**config.mk**
```make
export PLATFORM = sky130hd
export DESIGN_NAME = append_only_record_slot_store
export DESIGN_NICKNAME = d
export VERILOG_FILES = /design/src/rtl/aors_pkg.sv /design/src/rtl/aors_mem.sv /design/src/rtl/append_only_record_slot_store.sv
export SDC_FILE = /design/constraint.sdc
export NUM_CORES = 2
export LEC_CHECK = 0
export ABC_AREA = 1
export BUFFER_PORTS_ARGS = -buffer_cell sky130_fd_sc_hd__buf_4
export CORE_AREA = 2 2 573 575
export CTS_BUF_LIST = sky130_fd_sc_hd__clkbuf_2
export CTS_CLUSTER_DIAMETER = 150
export DETAILED_ROUTE_END_ITERATION = 8
export DIE_AREA = 0 0 575 577
export HOLD_SLACK_MARGIN = 0.03
export PLACE_DENSITY = 0.58
export RECOVER_POWER = 50
export REMOVE_ABC_BUFFERS = 1
export SLEW_MARGIN = 20
export SYNTH_ARGS = -nofsm -noshare
export SYNTH_HDL_FRONTEND = slang
export SYNTH_SLANG_ARGS = --single-unit
```
**constraint.sdc**
```tcl
create_clock -name clk -period 13.67 [get_ports clk]
set_clock_uncertainty 0.15 [all_clocks]
set_input_delay 0.6835 -clock clk [delete_from_list [all_inputs] [get_ports clk]]
set_output_delay 0.6835 -clock clk [all_outputs]
set_load 0.005 [all_outputs]
```
**src/rtl/aors_pkg.sv**
```systemverilog
`default_nettype none
// ----------------------------------------------------------------------------
// aors_pkg
// Shared types and constants for the append-only record slot store.
// ----------------------------------------------------------------------------
package aors_pkg;

  localparam int SLOTS        = 32;
  localparam int PAYLOAD_BITS = 64;
  localparam int SLOT_W       = (SLOTS > 1) ? $clog2(SLOTS) : 1;

  localparam logic [31:0] STAMP_EMPTY = 32'hFFFF_FFFF;

  localparam logic ACT_WRITE = 1'b0;
  localparam logic ACT_READ  = 1'b1;

  typedef enum logic [1:0] {
    ST_OK      = 2'd0,
    ST_INVALID = 2'd1,
    ST_NODATA  = 2'd2
  } status_t;

  typedef enum logic [2:0] {
    S_IDLE,
    S_SCAN_UP,
    S_ERASE,
    S_WRITE,
    S_SCAN_DOWN,
    S_FETCH,
    S_DATA
  } state_t;

  typedef struct packed {
    logic              we;
    logic              re;
    logic [SLOT_W-1:0] addr;
  } mem_req_t;

  typedef struct packed {
    logic [31:0]             stamp;
    logic [PAYLOAD_BITS-1:0] payload;
  } rec_t;

endpackage
`default_nettype wire

```
**src/rtl/aors_mem.sv**
```systemverilog
`default_nettype none
// ----------------------------------------------------------------------------
// aors_mem
// Record slot memory: one write or one registered read per cycle.
// ----------------------------------------------------------------------------
module aors_mem (
  input  wire               clk,
  input  aors_pkg::mem_req_t req,
  input  aors_pkg::rec_t     wdata,
  output aors_pkg::rec_t     rdata
);
  import aors_pkg::*;

  rec_t mem [SLOTS];

  always_ff @(posedge clk) begin
    if (req.we) begin
      mem[req.addr] <= wdata;
    end
    if (req.re) begin
      rdata <= mem[req.addr];
    end
  end

endmodule
`default_nettype wire

```
**src/rtl/append_only_record_slot_store.sv**
```systemverilog
`default_nettype none
// ----------------------------------------------------------------------------
// append_only_record_slot_store
// Page of record slots: appends to the first empty slot, erases the page when
// full, reads the latest record or a named slot.
// ----------------------------------------------------------------------------
//  channel   handshake           payload
//  command   start / busy        action, has_constants, stamp_in, payload_in,
//                                read_latest, read_slot
//  result    done (one cycle)    status, slot_used, page_erased, stamp_out,
//                                payload_out
//
//  a write walks the slot occupancy bits one per cycle from slot 0, erases
//  the page if no slot is empty, then writes the record; a latest read walks
//  down from the top slot and then fetches the record; a named read fetches
//  its slot directly, and rejected writes and missing named reads finish from idle.
//  reset clears all occupancy bits at once, so every slot reads as empty.
//  busy is high while an item is worked on; done pulses once per item and
//  cannot be held off.
// ----------------------------------------------------------------------------
module append_only_record_slot_store (
  input  wire         clk,
  input  wire         rst,
  input  wire         start,
  output logic        busy,
  input  wire         action,
  input  wire         has_constants,
  input  wire  [31:0] stamp_in,
  input  wire  [63:0] payload_in,
  input  wire         read_latest,
  input  wire  [7:0]  read_slot,
  output logic        done,
  output logic [1:0]  status,
  output logic [7:0]  slot_used,
  output logic        page_erased,
  output logic [31:0] stamp_out,
  output logic [63:0] payload_out
);
  import aors_pkg::*;

  localparam logic [SLOT_W-1:0] LAST = SLOT_W'(SLOTS - 1);

  state_t            state, state_next;
  logic [SLOT_W-1:0] idx, idx_next;
  logic [SLOTS-1:0]  full;
  logic [31:0]       stamp_r;
  logic [PAYLOAD_BITS-1:0] payload_r;
  logic              erased;

  logic              accept;
  logic              slot_ok;
  logic [SLOT_W-1:0] slot_idx;
  logic              finish;
  status_t           res_status;
  logic [SLOT_W-1:0] res_slot;
  logic              res_erased;
  logic              res_data;
  logic              do_erase;
  logic              do_fill;
  mem_req_t          req;
  rec_t              wdata;
  rec_t              rdata;

  assign accept   = start && !busy;
  assign slot_ok  = (32'(read_slot) < SLOTS);
  assign slot_idx = read_slot[SLOT_W-1:0];
  assign wdata    = '{stamp: stamp_r, payload: payload_r};
  assign busy     = (state != S_IDLE);

  aors_mem u_mem (
    .clk   (clk),
    .req   (req),
    .wdata (wdata),
    .rdata (rdata)
  );

  // next state
  always_comb begin
    state_next = state;
    case (state)
      S_IDLE: begin
        if (start) begin
          if (action == ACT_WRITE) begin
            state_next = has_constants ? S_SCAN_UP : S_IDLE;
          end else if (read_latest) begin
            state_next = S_SCAN_DOWN;
          end else if (slot_ok && full[slot_idx]) begin
            state_next = S_FETCH;
          end
        end
      end
      S_SCAN_UP: begin
        if (!full[idx]) begin
          state_next = S_WRITE;
        end else if (idx == LAST) begin
          state_next = S_ERASE;
        end
      end
      S_ERASE:     state_next = S_WRITE;
      S_WRITE:     state_next = S_IDLE;
      S_SCAN_DOWN: begin
        if (full[idx]) begin
          state_next = S_FETCH;
        end else if (idx == '0) begin
          state_next = S_IDLE;
        end
      end
      S_FETCH:     state_next = S_DATA;
      S_DATA:      state_next = S_IDLE;
      default:     state_next = S_IDLE;
    endcase
  end

  // outputs of the sequencer
  always_comb begin
    idx_next   = idx;
    finish     = 1'b0;
    res_status = ST_OK;
    res_slot   = '0;
    res_erased = 1'b0;
    res_data   = 1'b0;
    do_erase   = 1'b0;
    do_fill    = 1'b0;
    req        = '{we: 1'b0, re: 1'b0, addr: idx};
    case (state)
      S_IDLE: begin
        if (start) begin
          if (action == ACT_WRITE) begin
            idx_next = '0;
            if (!has_constants) begin
              finish     = 1'b1;
              res_status = ST_INVALID;
            end
          end else if (read_latest) begin
            idx_next = LAST;
          end else begin
            idx_next = slot_idx;
            if (!(slot_ok && full[slot_idx])) begin
              finish     = 1'b1;
              res_status = ST_NODATA;
            end
          end
        end
      end
      S_SCAN_UP: begin
        if (full[idx] && idx != LAST) begin
          idx_next = idx + 1'b1;
        end
      end
      S_ERASE: begin
        do_erase = 1'b1;
        idx_next = '0;
      end
      S_WRITE: begin
        req.we     = 1'b1;
        do_fill    = 1'b1;
        finish     = 1'b1;
        res_slot   = idx;
        res_erased = erased;
      end
      S_SCAN_DOWN: begin
        if (!full[idx]) begin
          if (idx == '0) begin
            finish     = 1'b1;
            res_status = ST_NODATA;
          end else begin
            idx_next = idx - 1'b1;
          end
        end
      end
      S_FETCH: begin
        req.re = 1'b1;
      end
      S_DATA: begin
        finish   = 1'b1;
        res_slot = idx;
        res_data = 1'b1;
      end
      default: begin
      end
    endcase
  end

  always_ff @(posedge clk) begin
    if (rst) begin
      state  <= S_IDLE;
      full   <= '0;
      erased <= 1'b0;
      done   <= 1'b0;
    end else begin
      state <= state_next;
      done  <= finish;
      if (accept) begin
        erased <= 1'b0;
      end else if (do_erase) begin
        erased <= 1'b1;
      end
      if (do_erase) begin
        full <= '0;
      end else if (do_fill) begin
        // an all-ones stamp is stored but the slot stays empty
        full[idx] <= (stamp_r != STAMP_EMPTY);
      end
    end
  end

  always_ff @(posedge clk) begin
    idx <= idx_next;
    if (accept) begin
      stamp_r   <= stamp_in;
      payload_r <= payload_in[PAYLOAD_BITS-1:0];
    end
    if (finish) begin
      status      <= res_status;
      slot_used   <= 8'(res_slot);
      page_erased <= res_erased;
      stamp_out   <= res_data ? rdata.stamp : '0;
      payload_out <= res_data ? 64'(rdata.payload) : '0;
    end
  end

endmodule
`default_nettype wire

```
==> metrics.md <==
| Metric | Value |
|---|---|
| Filler instances | 29300 |
| Final core occ | 0.445 |
| Vias/cell | 5.69 |
| Initial detailed-routing violation count | 10000 |
| Multi-input gate area | 21900 sq um |
| RSZ-0062 raised after global routing | false |
| Setup bufs post-CTS | 0 |
| Area growth syn-to-layout | 14.5% |
| CTS clock-pin slew for the worst setup and hold paths | 0.11 ns |
| Post-synthesis cell count | 8123 |
| First-pass DRT Iterations | 6 |
| Yosys warns | 0 |
| Vias in the first global route | 81100 |
| Slew headroom | -2.54 |
| Worst-Skew Late Latency | 2.16 ns |
| Fin. Hold Viols | 0 |
| Fmax | 0.113 GHz |
| Max VDD drop | 184 uV |
| Syn avg cell area | 15.6 sq um |
| CP endpoint kind | register |
| CTS buffer count | 832 |
| Top cells by area, synth | edfxtp_1 80%, a22oi_1 4.6%, nand3_1 3.8% |
| Die width | 575 um |
| Yosys top cell by area | edfxtp_1 |
| Setup Viol. Count Final | 0 |
| Outcome | finished, violations left |
| Routability cong. | 0.804 |
| Startpoint Class | register |
| Post-DP HPWL | 191 mm |
| Post-route ant nets | 0 |
| CTS sink cnt | 3410 |
| First-pass GRT wire length | 563 mm |
| Fin crit period | 8.85 ns |
| Worst path arrival time | 10.54 ns |
| Worst-Margin Slew | 5.28 ns |
| Most common cell after layout, fill and taps aside | edfxtp_1 |
| Share of layout cells above drive strength 1 | 0.180 |
| Fin worst setup slack | 4.82 ns |
| CP max FO | 163 |
| Synthesized area | 127000 sq um |
| Crit share post-route | 0.648 |
| Post-synth cell types | 40 |
| Number of remaining DRC errors | 0 |
| Maximum clock path buffer count | 4 |
| Static leakage | 47.3 nW |
| CTS tree | done |
| Seq cells post-synth | 3410 |
| Worst hold path type | register to register |
| Post-route non-filler standard cell count | 14200 |
| Vias post-DR | 81000 |
| Row count | 210 |
| Root Driver | clkbuf_2 |
| H-tree levels | 6 |
| Setup CP Type | register to register |
| I/O Buffers | 215 |
| DIE AREA | 332000 sq um |
| Total global routing overflow | 0 |
| Largest net degree at the start of global routing | 177 |
| Die H | 577 um |
| Io pins | 219 |
| CORE AREA | 326000 sq um |
| Total GRT Usage | 0.232 |
| Detailed Route WL | 396 mm |
| Pwr/cell area | 179 nW/um^2 |
| DR WL/cell | 27.9 um |
| Post-synth top area share | 0.800 |
| Nets | 9370 |
| WP data required | 15.36 ns |
| Placed cell count | 12300 |
| Place WS | 8.30 ns |
| Slew Limit Fails | 651 |
| Commonest cells after routing, fill and taps aside | 3373 x edfxtp_1, 1198 x clkbuf_2, 1069 x nand2_1 |
| Register area share after synthesis | 0.806 |
| Initial antenna violation count | 20 |
| Violated checks | max-capacitance violations, max-slew violations |
| TNS Setup | 0 ns |
| FF+latch area | 102000 sq um |
| Max-cap viol count | 19 |
| Initial Util | 0.389 |
==> metrics by stage <==
stage | hold slack (ns) | power, mW | area, sq um
floorplan | 0.288 | 18.7 | 124000
global placement | 0.305 | 19.2 | 134000
detailed placement | 0.311 | 19.3 | 134000
CTS | 0.0323 | 26.0 | 145000
global route | 0.215 | 27.1 | 145000
finish | 0.307 | 26.0 | 145000
==> worst max-delay path, cell delays in order, from the launching register on <==
cell and delay [ns]:
edfxtp_1 0.40, nand2_1 0.11, clkinvlp_2 3.87, buf_12 1.46, buf_4 0.56, buf_4 0.48
buf_4 0.47, nand2_1 0.15, a31oi_1 0.10, or2_2 0.32, nor3_1 0.22, nand4_1 0.14
==> area by class of cell <==
| cell class | instances | area share |
|---|---|---|
| timing repair buffer | 840 | 0.0502 |
| clock buffer | 1198 | 0.0413 |
| tap | 4346 | 0.0375 |
| sequential | 3410 | 0.704 |
| clock inverter | 239 | 0.00973 |
| inverter | 211 | 0.00586 |
| antenna | 25 | 0.000431 |
| multi-input combinational | 3961 | 0.151 |
==> path summary, 6_finish.rpt <==
kind,startpoint,end,slack (ns),cells after the start
setup / recovery,idx[1],u_mem.rdata[69],4.82,11
hold / removal,u_mem.rdata[18],payload_out[18],0.31,2
setup reg to reg,idx[1],u_mem.rdata[69],4.82,11
hold reg to reg,u_mem.rdata[18],payload_out[18],0.31,2
==> registers in the layout (all words and copies together), names as in the netlist <==
name,cells
done,1
erased,1
full,32
idx,5
page_erased,1
payload_out,64
payload_r,64
slot_used,5
stamp_out,32
stamp_r,32
state,3
status,2
u_mem.mem,3072
u_mem.rdata,96
==> cell usage after synthesis (all sizes together) <==
cell / instances
a211oi: 1
a21oi: 12
a221oi: 3
a22oi: 768
a31oi: 648
buf: 170
clkbuf: 373
clkinv: 2
conb: 1
dfxtp: 37
edfxtp: 3373
fa: 1
ha: 3
inv: 209
nand2: 1069
nand3: 951
nand3b: 5
nand4: 48
nor2: 161
nor3: 56
nor4: 83
nor4b: 30
o2111ai: 28
o211ai: 1
o21ai: 10
o21ba: 1
o221ai: 1
o22ai: 4
o32ai: 1
or2: 70
xor2: 3
==> logic make-up (layout without fill, tap and decap cells) <==
| kind of cell | after synthesis | after routing | synth area share |
|---|---|---|---|
| buffers and inverters | 754 | 2488 | 0.0237 |
| adders and majority gates | 4 | 4 | 0.000454 |
| AOI/OAI and AO/OA | 1478 | 1478 | 0.0811 |
| other | 1 | 28 | 0.0000296 |
| DFF | 3410 | 3410 | 0.806 |
| and+or+nand+nor | 2473 | 2473 | 0.0890 |
| xor gates and xnor gates | 3 | 3 | 0.000208 |
==> layer usage <==
layer / global-route usage / vias to the layer above / wire (um) / part of all wire
met5: 0 / - / 8 / 0.000020
met4: 0.0964 / 2 / 15000 / 0.038
met3: 0.0404 / 781 / 35800 / 0.090
met2: 0.377 / 4644 / 187000 / 0.47
met1: 0.309 / 41000 / 158000 / 0.40
li1: - / 34600 / - / -
==> where the power goes <==
group,leakage [nW],internal (mW),switching (mW)
clock,5.65,2.61,4.07
sequential,30.7,12.2,0.383
combinational,10.9,1.77,4.95
==> timing repair <==
item	in CTS	in global routing
endpoints found under the setup margin	0	0
endpoints found under the hold margin	300	0
hold buffers	412	0
gates resized for setup	0	0
No activity file was read; power rests on OpenSTA's default activity.
